`src/sv/bec_pkg.sv`:
```
// Shared types and constants for the back-easing curve block.
package bec_pkg;

  localparam int DEFAULT_FRAC_BITS = 16;

  // Register index decoded from paddr[2]
  localparam logic REG_OVERSHOOT = 1'b0;

  // Overshoot reset 1.70158 as a ratio, scaled to 2^FRAC_BITS at elaboration
  localparam longint OVERSHOOT_NUM = 170158;
  localparam longint OVERSHOOT_DEN = 100000;

  typedef enum logic [1:0] {
    MODE_IN,
    MODE_OUT,
    MODE_IN_OUT,
    MODE_OUT_IN
  } bec_mode_t;

  typedef enum logic [1:0] {
    OFS_NONE,
    OFS_ONE,
    OFS_TWO
  } bec_ofs_t;

  typedef struct packed {
    logic     plus;
    bec_ofs_t ofs;
    logic     halve;
    logic     post_half;
  } bec_ctrl_t;

endpackage

```
`src/sv/bec_regs.sv`:
```
// Overshoot configuration register with its in-out scaled copy, APB write and read.
module bec_regs #(
  parameter int FRAC_BITS = bec_pkg::DEFAULT_FRAC_BITS
) (
  input  logic                 clk,
  input  logic                 rst,
  input  logic                 psel,
  input  logic                 penable,
  input  logic                 pwrite,
  input  logic [2:0]           paddr,
  input  logic [31:0]          pwdata,
  output logic [31:0]          prdata,
  output logic [FRAC_BITS+2:0] overshoot,
  output logic [FRAC_BITS+3:0] overshoot_scaled
);
  import bec_pkg::*;

  localparam int W_S = FRAC_BITS + 3;
  localparam int W_V = FRAC_BITS + 4;
  localparam int W_M = FRAC_BITS + 9;
  localparam int W_Y = W_M - 3;
  localparam int K   = FRAC_BITS + 10;
  localparam int W_R = W_Y + K - 2;

  localparam longint S_RESET_L =
    (OVERSHOOT_NUM * (longint'(1) << FRAC_BITS)) / OVERSHOOT_DEN;
  localparam logic [W_S-1:0] S_RESET  = W_S'(S_RESET_L);
  // s * 1.525 rounded: (1525 s + 500) / 1000 == (61 s + 20) / 40
  localparam logic [W_V-1:0] VS_RESET = W_V'((61 * S_RESET_L + 20) / 40);
  localparam logic [K-3:0]   RECIP5   = (K-2)'(((longint'(1) << K) + 4) / 5);
  localparam logic [W_M-1:0] BIAS     = W_M'(20);

  logic           wr_en;
  logic [W_S-1:0] wr_s;
  logic [W_M-1:0] m61;
  logic [W_Y-1:0] m8;
  logic [W_R-1:0] recip_prod;
  logic [W_V-1:0] scaled_next;

  assign wr_en = psel && penable && pwrite && (paddr[2] == REG_OVERSHOOT);
  assign wr_s  = pwdata[W_S-1:0];

  // 61 s + 20, divide by 8, then by 5 through a reciprocal multiply
  assign m61         = (W_M'(wr_s) << 6) - (W_M'(wr_s) << 2) + W_M'(wr_s) + BIAS;
  assign m8          = m61[W_M-1:3];
  assign recip_prod  = W_R'(m8) * W_R'(RECIP5);
  assign scaled_next = recip_prod[W_R-1:K];

  always_ff @(posedge clk) begin
    if (rst) begin
      overshoot        <= S_RESET;
      overshoot_scaled <= VS_RESET;
    end else if (wr_en) begin
      overshoot        <= wr_s;
      overshoot_scaled <= scaled_next;
    end
  end

  assign prdata = (paddr[2] == REG_OVERSHOOT) ? 32'(overshoot) : 32'd0;

endmodule

```
`config.mk`:
```
export PLATFORM = sky130hd
export DESIGN_NAME = bec_regs
export DESIGN_NICKNAME = d
export VERILOG_FILES = /design/src/sv/bec_pkg.sv /design/src/sv/bec_regs.sv
export SDC_FILE = /design/constraint.sdc
export NUM_CORES = 1
export LEC_CHECK = 0
export BUFFER_PORTS_ARGS = -buffer_cell sky130_fd_sc_hd__buf_2
export CAP_MARGIN = 20
export CORE_MARGIN = 2
export CORE_UTILIZATION = 60
export DETAILED_ROUTE_END_ITERATION = 8
export PLACE_DENSITY = 0.9
export SYNTH_ARGS = -nofsm -noshare
export SYNTH_HDL_FRONTEND = slang
export SYNTH_SLANG_ARGS = --single-unit
export TNS_END_PERCENT = 5
```
`constraint.sdc`:
```
create_clock -name clk -period 17.7 [get_ports clk]
set_input_delay 0.885 -clock clk [delete_from_list [all_inputs] [get_ports clk]]
set_output_delay 0.885 -clock clk [all_outputs]
set_load 0.05 [all_outputs]
```
==> parameters.txt, run 1 <==
Parameter                              Value

GRT
  First-pass GRT wire length    39.3 mm
  Antenna violations before repair    0
  Pin count of the biggest net entering global routing    53
  Via count of the first global-routing pass    8,274
  GR Overflow Total    0
  GR Util All Layers    27.5%

Logic synthesis
  Mux share of post-synthesis cell area    0.0994%
  Arithmetic-cell share of the synthesized area counting full adders, half adders and majority gates    55.0%
  Xor and xnor fraction of the mapped netlist area    3.63%
  Post-synthesis compound-gate area fraction    11.7%
  Post-Synthesis Cells    1,117
  Count of flip-flops with a built-in enable after synthesis    0
  Post-synth top area cell    fa_1
  Total number of yosys warnings    0
  Proportion of synthesized chip area in sequential cells    7.75%
  Dominant combinational cell family by area after synthesis    adder cells
  Post-Synth Simple-Gate Area    9.36%
  Average cell area after synthesis    9.01 sq um
  Cell types occupying the most area after synthesis    fa_1 (29%), ha_1 (26%), inv_1 (11%), dfxtp_1 (7.8%), a21oi_1 (3.2%)
  Top flip-flop cell by instance count after synthesis    dfxtp_1
  Number of library cell types mapped by synthesis    62
  Post-synth top area share    28.8%
  Post-synthesis async set-or-reset flop share    0%
  Summed instance area of the synthesized netlist    10,100 sq um
  Flip-flop and latch count after synthesis    39

Placement
  RePlAce Congestion    0.944
  Port bufs    82
  Placed cell areas    10,600 sq um
  Post-DP HPWL    20.8 mm

Floorplanning
  Width of the die    134 um
  Core area    16,500 sq um
  Total die area    17,800 sq um
  Ports placed on the boundary    111
  Site row count    47
  Starting density of the core    61.2%
  Floorplan die height    134 um

Clock network
  CTS Hold Buffers Added    0
  Maximum buffer depth of the clock tree    2
  Clock transition at the registers of the reported paths    0.06 ns
  Cell chosen for the clock root    clkbuf_16
  Number of setup buffers added after CTS    0
  CTS buffer count    5
  Worst-Skew Late Latency    0.28 ns
  Number of cells upsized or downsized after cts    0
  Sink count of the clock tree    39
  Deepest level of the CTS H-tree    2
  TritonCTS clock tree    yes

Route
  Routed wire length    23.5 mm
  Post-detailed-route DRC marker count    0
  Number of nets with antenna violations after detailed routing    0
  Count of vias placed by the detailed router    7,897
  Drt initial violations    443
  DRT Pass-1 Iters    5
  Via-to-Cell Ratio    5.60
  DR WL/cell    16.6 um

Flow run
  Number of violations of the max-capacitance limit    0

Cells and area
  Area overhead of the layout relative to synthesis    7.63%
  Share of cells above drive strength 1    9.07%
  Filler cells    1,232
  Commonest non-fill, non-tap cell in the layout    inv_1
  Total Nets Final    1,586
  Antenna diodes    0
  Total non-filler cell area in the finished layout    10,800 sq um
  Commonest cells after routing, fill and taps aside    inv_1 (289), ha_1 (211), fa_1 (145)

Worst setup path
  Cell type with the highest occurrence count on the critical path    fa_1
  Crit. End Element    flip-flop
  CP Data Arrival Time    10.58 ns
  Startpoint type of the worst setup path    input port
  Start-to-end type of the worst setup path    in -> reg
  Critical Path Slowest Stage Cell    fa_1
  Critical Path RT    17.87 ns
  Maximum cell stage delay along the critical path    0.66 ns
  Crit-path max FO    7

Min path
  HP Class    reg -> reg

Timing
  Final critical path time including I/O delays and setup    10.41 ns
  RSZ-0062 raised after global routing    no
  Slew Viols, Final    0
  Timing-limited maximum frequency    0.0960 GHz
  Rel. slew slack    37.8%
  Worst Hold Slack    0.450 ns
  Final setup violating endpoints    0
  Period Utilization, post-route    58.8%
  Setup TNS    0 ns
  Count of endpoints failing hold in the final timing report    0
  Worst clock skew    0 ns
  Transition time at the pin with the least slew margin    0.932 ns

Run status
  Outcome    complete, no violations
state kept, by name (all words and copies together) (netlist names):
signal / cells
overshoot_scaled: 20
overshoot: 19
worst max-delay path: cells and delay by family:
family / cells / cell delay [ns]
muxes: 1 / 0.21
xor gates and xnor gates: 1 / 0.57
and+or+nand+nor: 6 / 1.62
buffers and inverters: 7 / 0.48
adders and majority gates: 10 / 4.88
AOI/OAI and AO/OA: 10 / 1.89
metal layers:
metal / GRT usage, % / wire [um] / up-vias
met3: 4.22 / 992 / 71
li1: - / - / 3728
met2: 49.5 / 12200 / 235
met4: 8.57 / 807 / 0
met1: 33.9 / 9470 / 3863
met5: 0 / 0 / -
cell families after synthesis:
group | Yosys count
flops | 39
xor+xnor | 40
fa+ha+maj | 356
compound gates | 179
other cells | 1
buf+inv | 318
mux | 1
simple gates | 183
metrics by stage:
| stage | std cells | setup WS [ns] | utilization (%) |
|---|---|---|---|
| CTS | 1411 | 7.37 | 65.8 |
| global placement | 1403 | 7.27 | 64.7 |
| global route | 1411 | 6.85 | 65.8 |
| detailed placement | 1403 | 7.10 | 64.7 |
| floorplan | 1129 | 8.64 | - |
| finish | 1411 | 7.29 | 65.8 |
worst paths after layout:
check                               startpoint  cells after the start  slack [ns]                           endpoint
max reg2reg  overshoot_scaled[12]$_SDFFE_PP1P_                      3       16.75  overshoot_scaled[12]$_SDFFE_PP1P_
max                                  pwdata[7]                     35        7.29  overshoot_scaled[17]$_SDFFE_PP1P_
min           overshoot_scaled[8]$_SDFFE_PP0P_                      2        0.45   overshoot_scaled[8]$_SDFFE_PP0P_
min reg2reg   overshoot_scaled[8]$_SDFFE_PP0P_                      2        0.45   overshoot_scaled[8]$_SDFFE_PP0P_
synth_stat cells, types with 3 or more instances:
master / number
inv_1: 289
ha_1: 211
fa_1: 145
a21oi_1: 65
nand2_1: 65
dfxtp_1: 39
nor2b_1: 26
nor2_1: 23
xnor2_1: 23
o211ai_1: 21
o21ai_0: 20
a21o_1: 19
nand3_1: 19
xor2_1: 15
clkbuf_1: 14
buf_4: 13
nor3_1: 10
and3_1: 9
o21a_1: 8
nand4_1: 7
a31oi_1: 6
o21bai_1: 6
a211oi_1: 5
o21ai_1: 5
a221oi_1: 3
and2_1: 3
and4_1: 3
nand2b_1: 3
or2_2: 3
layout make-up:
cell class | count | area [sq um] | area share (%)
Clock inverter | 2 | 60.1 | 0.554
Timing Repair Buffer | 83 | 418 | 3.86
Tap cell | 220 | 275 | 2.54
Sequential cell | 39 | 781 | 7.20
Inverter | 289 | 1080 | 10.0
Clock buffer | 6 | 129 | 1.19
Multi-Input combinational cell | 772 | 8090 | 74.6
Power of run 1 is left out: the tool's default activity adds up to more than one toggle a clock period on the data nets, which glitch-free logic cannot reach.
==> run 2: changes to the inputs <==
- ABC_AREA: unset -> 1
- clock period: 17.7 -> 10.87 ns (I/O delays scaled with it)
==> run 2 against run 1 <==
Compared with the run above:
- via count grew 23%
- count of clock-buffer cells in the layout is the same
- sequential cell count is the same
- design area grew 10%
- global-route usage grew 4.6 points
- first-iteration DRC count grew 74%
- die area grew 10%
- core utilization grew 0.11 points
- worst hold slack gained 0.019 ns
- sequential share of layout area shrank 0.66 points
- setup slack lost 5.3 ns
==> parameters.txt, run 2 <==
Parameter                              Value

Floorplanning
  Starting density of the core    61.7% (was 61.2%)
  Ports placed on the boundary    111 (unchanged)
  Site row count    49 (was 47)
  Width of the die    140 um (was 134 um)
  Total die area    19,700 sq um (was 17,800 sq um)
  Core area    18,100 sq um (was 16,500 sq um)
  Floorplan die height    140 um (was 134 um)

Timing
  Setup slack after layout    1.98 ns (was 7.29 ns)
  Slew Viols, Final    0 (unchanged)
  Timing-limited maximum frequency    0.112 GHz
  Final critical path time including I/O delays and setup    8.89 ns
  Period Utilization, post-route    81.8%
  Final setup violating endpoints    0 (unchanged)
  Rel. slew slack    33.9% (was 37.8%)
  RSZ-0062 raised after global routing    no (unchanged)
  Worst clock skew    0 ns (unchanged)
  Count of endpoints failing hold in the final timing report    0 (unchanged)
  Transition time at the pin with the least slew margin    0.988 ns (was 0.932 ns)
  Setup TNS    0 ns (unchanged)

Route
  Drt initial violations    772 (was 443)
  DRT Pass-1 Iters    6 (was 5)
  Routed wire length    30.5 mm (was 23.5 mm)
  Number of nets with antenna violations after detailed routing    0 (unchanged)
  DR WL/cell    17.5 um (was 16.6 um)
  Post-detailed-route DRC marker count    0 (unchanged)
  Via-to-Cell Ratio    5.57 (was 5.60)
  Count of vias placed by the detailed router    9,724 (was 7,897)

Cells and area
  Final cell count without fillers    1,745 (was 1,411)
  Flip-flop count of the largest register after layout    20 (unchanged)
  Antenna diodes    0 (unchanged)
  Commonest non-fill, non-tap cell in the layout    inv_1 (unchanged)
  Largest register by flop count    overshoot_scaled (unchanged)
  Commonest cells after routing, fill and taps aside    inv_1 (399), ha_1 (211), nand2_1 (174) (was inv_1 (289), ha_1 (211), fa_1 (145))
  Share of cells above drive strength 1    9.04% (was 9.07%)
  Final core utilization    65.9% (was 65.8%)
  Area overhead of the layout relative to synthesis    6.93% (was 7.63%)
  Leading registers by flop count    overshoot_scaled x20, overshoot x19 (unchanged)
  Total Nets Final    1,911 (was 1,586)

Clock network
  CTS buffer count    5 (unchanged)
  Clock transition at the registers of the reported paths    0.06 ns (about the same)
  Cell chosen for the clock root    clkbuf_16 (unchanged)
  Sink count of the clock tree    39 (unchanged)
  Maximum buffer depth of the clock tree    2 (unchanged)
  CTS Hold Buffers Added    0 (unchanged)
  Worst-Skew Late Latency    0.29 ns (was 0.28 ns)
  Deepest level of the CTS H-tree    2 (unchanged)
  Number of cells upsized or downsized after cts    0 (unchanged)
  TritonCTS clock tree    yes (unchanged)
  Number of setup buffers added after CTS    0 (unchanged)

Worst setup path
  Setup crit start    pwdata[4] (was pwdata[7])
  Start-to-end type of the worst setup path    in -> reg (unchanged)
  Reg2Reg Launch Point    overshoot[10]$_SDFFE_PP0P_ (was overshoot_scaled[12]$_SDFFE_PP1P_)
  Critical Path Slowest Stage Cell    fa_1 (unchanged)
  Critical Path Stages    35 (unchanged)
  Critical Path RT    11.07 ns (was 17.87 ns)
  Crit. End Element    flip-flop (unchanged)
  Crit-path max FO    5 (was 7)
  Cell type with the highest occurrence count on the critical path    inv_1 (was fa_1)
  Startpoint type of the worst setup path    input port (unchanged)
  Maximum cell stage delay along the critical path    0.65 ns (was 0.66 ns)
  CP Data Arrival Time    9.09 ns (was 10.58 ns)
  Worst Reg2Reg Path Length in Cells    2 (was 3)
  Category of cells accounting for the largest share of critical-path delay    adder cells (unchanged)
  Buf/Inv on CP    10 (was 7)

Logic synthesis
  Flip-flop and latch count after synthesis    39 (unchanged)
  Most used standard cells in the synthesized netlist    inv_1 (399), ha_1 (211), nand2_1 (174) (was inv_1 (289), ha_1 (211), fa_1 (145))
  Total number of yosys warnings    0 (unchanged)
  Cell types occupying the most area after synthesis    fa_1 (26%), ha_1 (24%), inv_1 (13%), dfxtp_1 (7.0%), nand2_1 (5.9%) (was fa_1 (29%), ha_1 (26%), inv_1 (11%), dfxtp_1 (7.8%), a21oi_1 (3.2%))
  Top flip-flop cell by instance count after synthesis    dfxtp_1 (unchanged)
  Post-Synthesis Cells    1,440 (was 1,117)
  Number of library cell types mapped by synthesis    47 (was 62)
  Most repeated cell in the gate-level netlist after synthesis    inv_1 (unchanged)
  Post-synth top area cell    fa_1 (unchanged)
  Proportion of synthesized chip area in sequential cells    7.00% (was 7.75%)
  Count of flip-flops with a built-in enable after synthesis    0 (unchanged)
  Average cell area after synthesis    7.74 sq um (was 9.01 sq um)
  Summed instance area of the synthesized netlist    11,200 sq um (was 10,100 sq um)
  Post-synthesis async set-or-reset flop share    0% (unchanged)
  Post-synth top area share    26.0% (was 28.8%)

Placement
  Port bufs    82 (unchanged)
  Count of placed standard cells including taps    1,737 (was 1,403)
  RePlAce Congestion    1.01 (was 0.944)
  Post-DP HPWL    26.8 mm (was 20.8 mm)
  Worst slack at placement    1.83 ns (was 7.10 ns)

GRT
  GR Overflow Total    0 (unchanged)
  Via count of the first global-routing pass    10,200 (was 8,274)
  Pin count of the biggest net entering global routing    65 (was 53)
  First-pass GRT wire length    50.2 mm (was 39.3 mm)
  Antenna violations before repair    0 (unchanged)
  GR Util All Layers    32.1% (was 27.5%)

Min path
  Depth of the worst hold-timing path    2 (unchanged)
  HP Class    reg -> reg (unchanged)
  HP Start    overshoot_scaled[12]$_SDFFE_PP1P_ (was overshoot_scaled[8]$_SDFFE_PP0P_)

Run status
  Outcome    complete, no violations (unchanged)

Flow run
  Number of violations of the max-capacitance limit    0 (unchanged)
-- run 2: changes by cell type after synthesis, moves of 6 or more --
cell	previous run	this run
nand3_1	19	36
o21ai_0	20	50
nand3_2	0	7
a21o_1	19	5
a31oi_1	6	12
nor4_1	0	6
nor2b_1	26	0
o211ai_1	21	13
inv_1	289	399
nor2_1	23	110
nand2_1	65	174
nand2_2	0	11
a21oi_1	65	90
xnor2_1	23	7
-- run 2: cell families (layout without fill, tap and decap cells) --
group	Yosys count	in the layout	share of synthesized area, %
simple gates	376	376	14.8
xor+xnor	26	26	2.38
buf+inv	431	495	15.0
other cells	1	13	0.0336
fa+ha+maj	356	356	49.7
flops	39	39	7.00
compound gates	211	211	11.1
-- run 2: final timing paths --
path | end | slack (ns)
max | overshoot_scaled[14]$_SDFFE_PP0P_ | 1.98
max reg2reg | overshoot[10]$_SDFFE_PP0P_ | 10.12
min reg2reg | overshoot_scaled[12]$_SDFFE_PP1P_ | 0.47
min | overshoot_scaled[12]$_SDFFE_PP1P_ | 0.47
-- run 2: cell type report --
type                    count  area (sq um)
multi-input cells         982          8750
fillers                  1407          6160
inverters                 404          1520
flip-flops and latches     39           781
repair buffers             83           418
well taps                 229           287
clock buffers               6           139
clock inverters             2          38.8
-- run 2: per-stage QoR --
step           hold slack (ns)  cell area (sq um)
6_report                 0.469              11900
5_1_grt                  0.504              11900
4_1_cts                  0.475              11900
3_5_place_dp             0.458              11700
3_3_place_gp             0.452              11700
2_1_floorplan            0.674              11200
-- run 2: worst register-to-register path: stages, from the launching register on --
cell     delay (ns)
dfxtp_1        0.33
o21ai_0        0.22
a21oi_1        0.06
-- run 2: metal layers --
layer / part of all wire (%) / GRT usage, % / vias to the layer above
met1: 40 / 39.1 / 4609
met3: 7.1 / 5.68 / 95
met5: 0 / 0 / -
met2: 49 / 56.0 / 416
met4: 4.6 / 14.0 / 0
li1: - / - / 4604
Power of run 2 is left out for the same reason.
==> run 3: changes to the inputs <==
- ABC_AREA: 1 -> 0
- clock period: 10.87 -> 9.1 ns (I/O delays scaled with it)
==> run 3 against run 2 <==
Compared with the run above:
- cell count decreased by 13%
- non-clock buffer count increased by 107
- sequential share of layout area decreased by 0.079 points
==> parameters.txt, run 3 (same netlist as run 1, synthesis figures left out) <==
Parameter                              Value

Floorplanning
  Floorplan die height    134 um (was 140 um)
  Site row count    47 (was 49)
  Starting density of the core    61.2% (was 61.7%)
  Ports placed on the boundary    111 (unchanged)
  Total die area    17,800 sq um (was 19,700 sq um)
  Core area    16,500 sq um (was 18,100 sq um)
  Width of the die    134 um (was 140 um)

Clock network
  Sink count of the clock tree    39 (unchanged)
  Deepest level of the CTS H-tree    2 (unchanged)
  Worst-Skew Late Latency    0.29 ns (about the same)
  Clock transition at the registers of the reported paths    0.06 ns (about the same)
  TritonCTS clock tree    yes (unchanged)
  CTS Hold Buffers Added    0 (unchanged)
  Maximum buffer depth of the clock tree    2 (unchanged)
  Cell chosen for the clock root    clkbuf_16 (unchanged)
  CTS buffer count    5 (unchanged)

Timing
  Final critical path time including I/O delays and setup    9.09 ns
  Rel. slew slack    28.7% (was 33.9%)
  Transition time at the pin with the least slew margin    1.07 ns (was 0.988 ns)
  Timing-limited maximum frequency    0.110 GHz
  Count of endpoints failing hold in the final timing report    0 (unchanged)
  Final setup violating endpoints    0 (unchanged)
  Slew Viols, Final    0 (unchanged)
  Period Utilization, post-route    99.9%
  Worst clock skew    0 ns (unchanged)
  Setup slack after layout    0.00966 ns (was 1.98 ns)

Placement
  RePlAce Congestion    0.965 (was 1.01)
  Worst slack at placement    -0.434 ns (was 1.83 ns)
  Post-DP HPWL    22.6 mm (was 26.8 mm)
  Port bufs    82 (unchanged)

Worst setup path
  Register-to-register setup slack    8.06 ns (was 10.12 ns)
  Cell type with the highest occurrence count on the critical path    fa_1 (was inv_1)
  Start-to-end type of the worst setup path    in -> reg (unchanged)
  Worst Reg2Reg Path Length in Cells    3 (was 2)
  Crit. End Element    flip-flop (unchanged)
  CP Data Arrival Time    9.31 ns (was 9.09 ns)
  Critical Path RT    9.32 ns (was 11.07 ns)
  Setup crit start    pwdata[8] (was pwdata[4])
  Capturing instance or port of the critical path    overshoot_scaled[9]$_SDFFE_PP0P_ (was overshoot_scaled[14]$_SDFFE_PP0P_)
  Reg2Reg Launch Point    overshoot_scaled[12]$_SDFFE_PP1P_ (was overshoot[10]$_SDFFE_PP0P_)
  Maximum cell stage delay along the critical path    0.59 ns (was 0.65 ns)
  Critical Path Slowest Stage Cell    fa_1 (unchanged)
  Startpoint type of the worst setup path    input port (unchanged)
  Crit-path max FO    4 (was 5)
  R2r endpoint    overshoot_scaled[12]$_SDFFE_PP1P_ (was overshoot[10]$_SDFFE_PP0P_)

Flow run
  Number of violations of the max-capacitance limit    0 (unchanged)

Cells and area
  Commonest cells after routing, fill and taps aside    inv_1 (284), ha_1 (195), fa_1 (139) (was inv_1 (399), ha_1 (211), nand2_1 (174))
  Share of cells above drive strength 1    20.8% (was 9.04%)
  Antenna diodes    0 (unchanged)
  Flip-flop count of the largest register after layout    20 (unchanged)
  Total Nets Final    1,693 (was 1,911)
  Leading registers by flop count    overshoot_scaled x20, overshoot x19 (unchanged)
  Final core utilization    73.3% (was 65.9%)
  Area overhead of the layout relative to synthesis    19.9% (was 6.93%)
  Largest register by flop count    overshoot_scaled (unchanged)
  Commonest non-fill, non-tap cell in the layout    inv_1 (unchanged)

Route
  Routed wire length    32.3 mm (was 30.5 mm)
  DR WL/cell    21.3 um (was 17.5 um)
  DRT Pass-1 Iters    6 (unchanged)
  Drt initial violations    863 (was 772)
  Count of vias placed by the detailed router    9,402 (was 9,724)
  Post-detailed-route DRC marker count    0 (unchanged)
  Via-to-Cell Ratio    6.19 (was 5.57)
  Number of nets with antenna violations after detailed routing    0 (unchanged)

Run status
  Outcome    complete, no violations (unchanged)

GRT
  GR Overflow Total    0 (unchanged)
  Pin count of the biggest net entering global routing    53 (was 65)
  First-pass GRT wire length    44.9 mm (was 50.2 mm)
  Antenna violations before repair    0 (unchanged)
  Via count of the first global-routing pass    9,327 (was 10,200)
  GR Util All Layers    31.4% (was 32.1%)

Min path
  HP Class    in -> reg (was reg -> reg)
run 3: cell count changes in the layout (fill, tap and decap cells not counted), sizes merged, moves of 6 or more:
cell and change:
buf +107, xnor2 +18, nor2b +27, nand2 -122
o21ai -36, nor4 -6, a211oi +7, nor2 -87
a21oi -28, inv -116, a21boi -7, o211ai +8
nand3 -24, a21o +14
run 3: cell type report:
| cell class | instances | area (sq um) |
|---|---|---|
| Multi-Input combinational cell | 772 | 8520 |
| Fill cell | 958 | 4390 |
| Timing Repair Buffer | 190 | 1220 |
| Inverter | 289 | 1080 |
| Sequential cell | 39 | 781 |
| Tap cell | 220 | 275 |
| Clock buffer | 6 | 129 |
| Clock inverter | 2 | 60.1 |
run 3: through the flow:
step / hold WS [ns] / instances / setup TNS [ns] / cell area [sq um]
final: 0.438 / 1518 / 0 / 12100
after global routing: 0.438 / 1518 / -2.82 / 12100
after CTS: 0.431 / 1507 / -0.00305 / 11600
after detailed placement: 0.440 / 1499 / -5.73 / 11400
after global placement: 0.437 / 1499 / -0.739 / 11400
after floorplan: 0.591 / 1129 / 0 / 10100
run 3: worst min-delay path by stage:
stage / start / end / cells past startpoint
after detailed placement: overshoot_scaled[2]$_SDFFE_PP0P_ / overshoot_scaled[2]$_SDFFE_PP0P_ / 2
after floorplan: pwdata[0] / overshoot[0]$_SDFFE_PP0P_ / 2
after global placement: overshoot_scaled[10]$_SDFFE_PP0P_ / overshoot_scaled[10]$_SDFFE_PP0P_ / 2
after global routing: pwdata[18] / overshoot[18]$_SDFFE_PP0P_ / 3
final: pwdata[0] / overshoot[0]$_SDFFE_PP0P_ / 3
after CTS: pwdata[17] / overshoot[17]$_SDFFE_PP0P_ / 3
run 3: what timing repair did:
item	CTS	global route
setup buffers	0	11
pin swaps	0	42
gates cloned	0	0
setup endpoints to repair	14	19
resized for setup	3	66
run 3: worst max-delay path: cells and delay by family:
family,cells,cell delay (ns)
AOI/OAI and AO/OA,10,2.03
xor gates and xnor gates,1,0.15
adders and majority gates,10,4.46
buffers and inverters,11,1.11
and+or+nand+nor,6,1.09
run 3: metal layers:
metal / global-route usage, % / part of all wire (%) / vias to the layer above
met5: 0 / 0 / -
met4: 16.8 / 10 / 0
met3: 4.76 / 8.2 / 287
met2: 55.7 / 48 / 699
met1: 36.5 / 33 / 4484
li1: - / - / 3932
Power of run 3 is left out for the same reason.
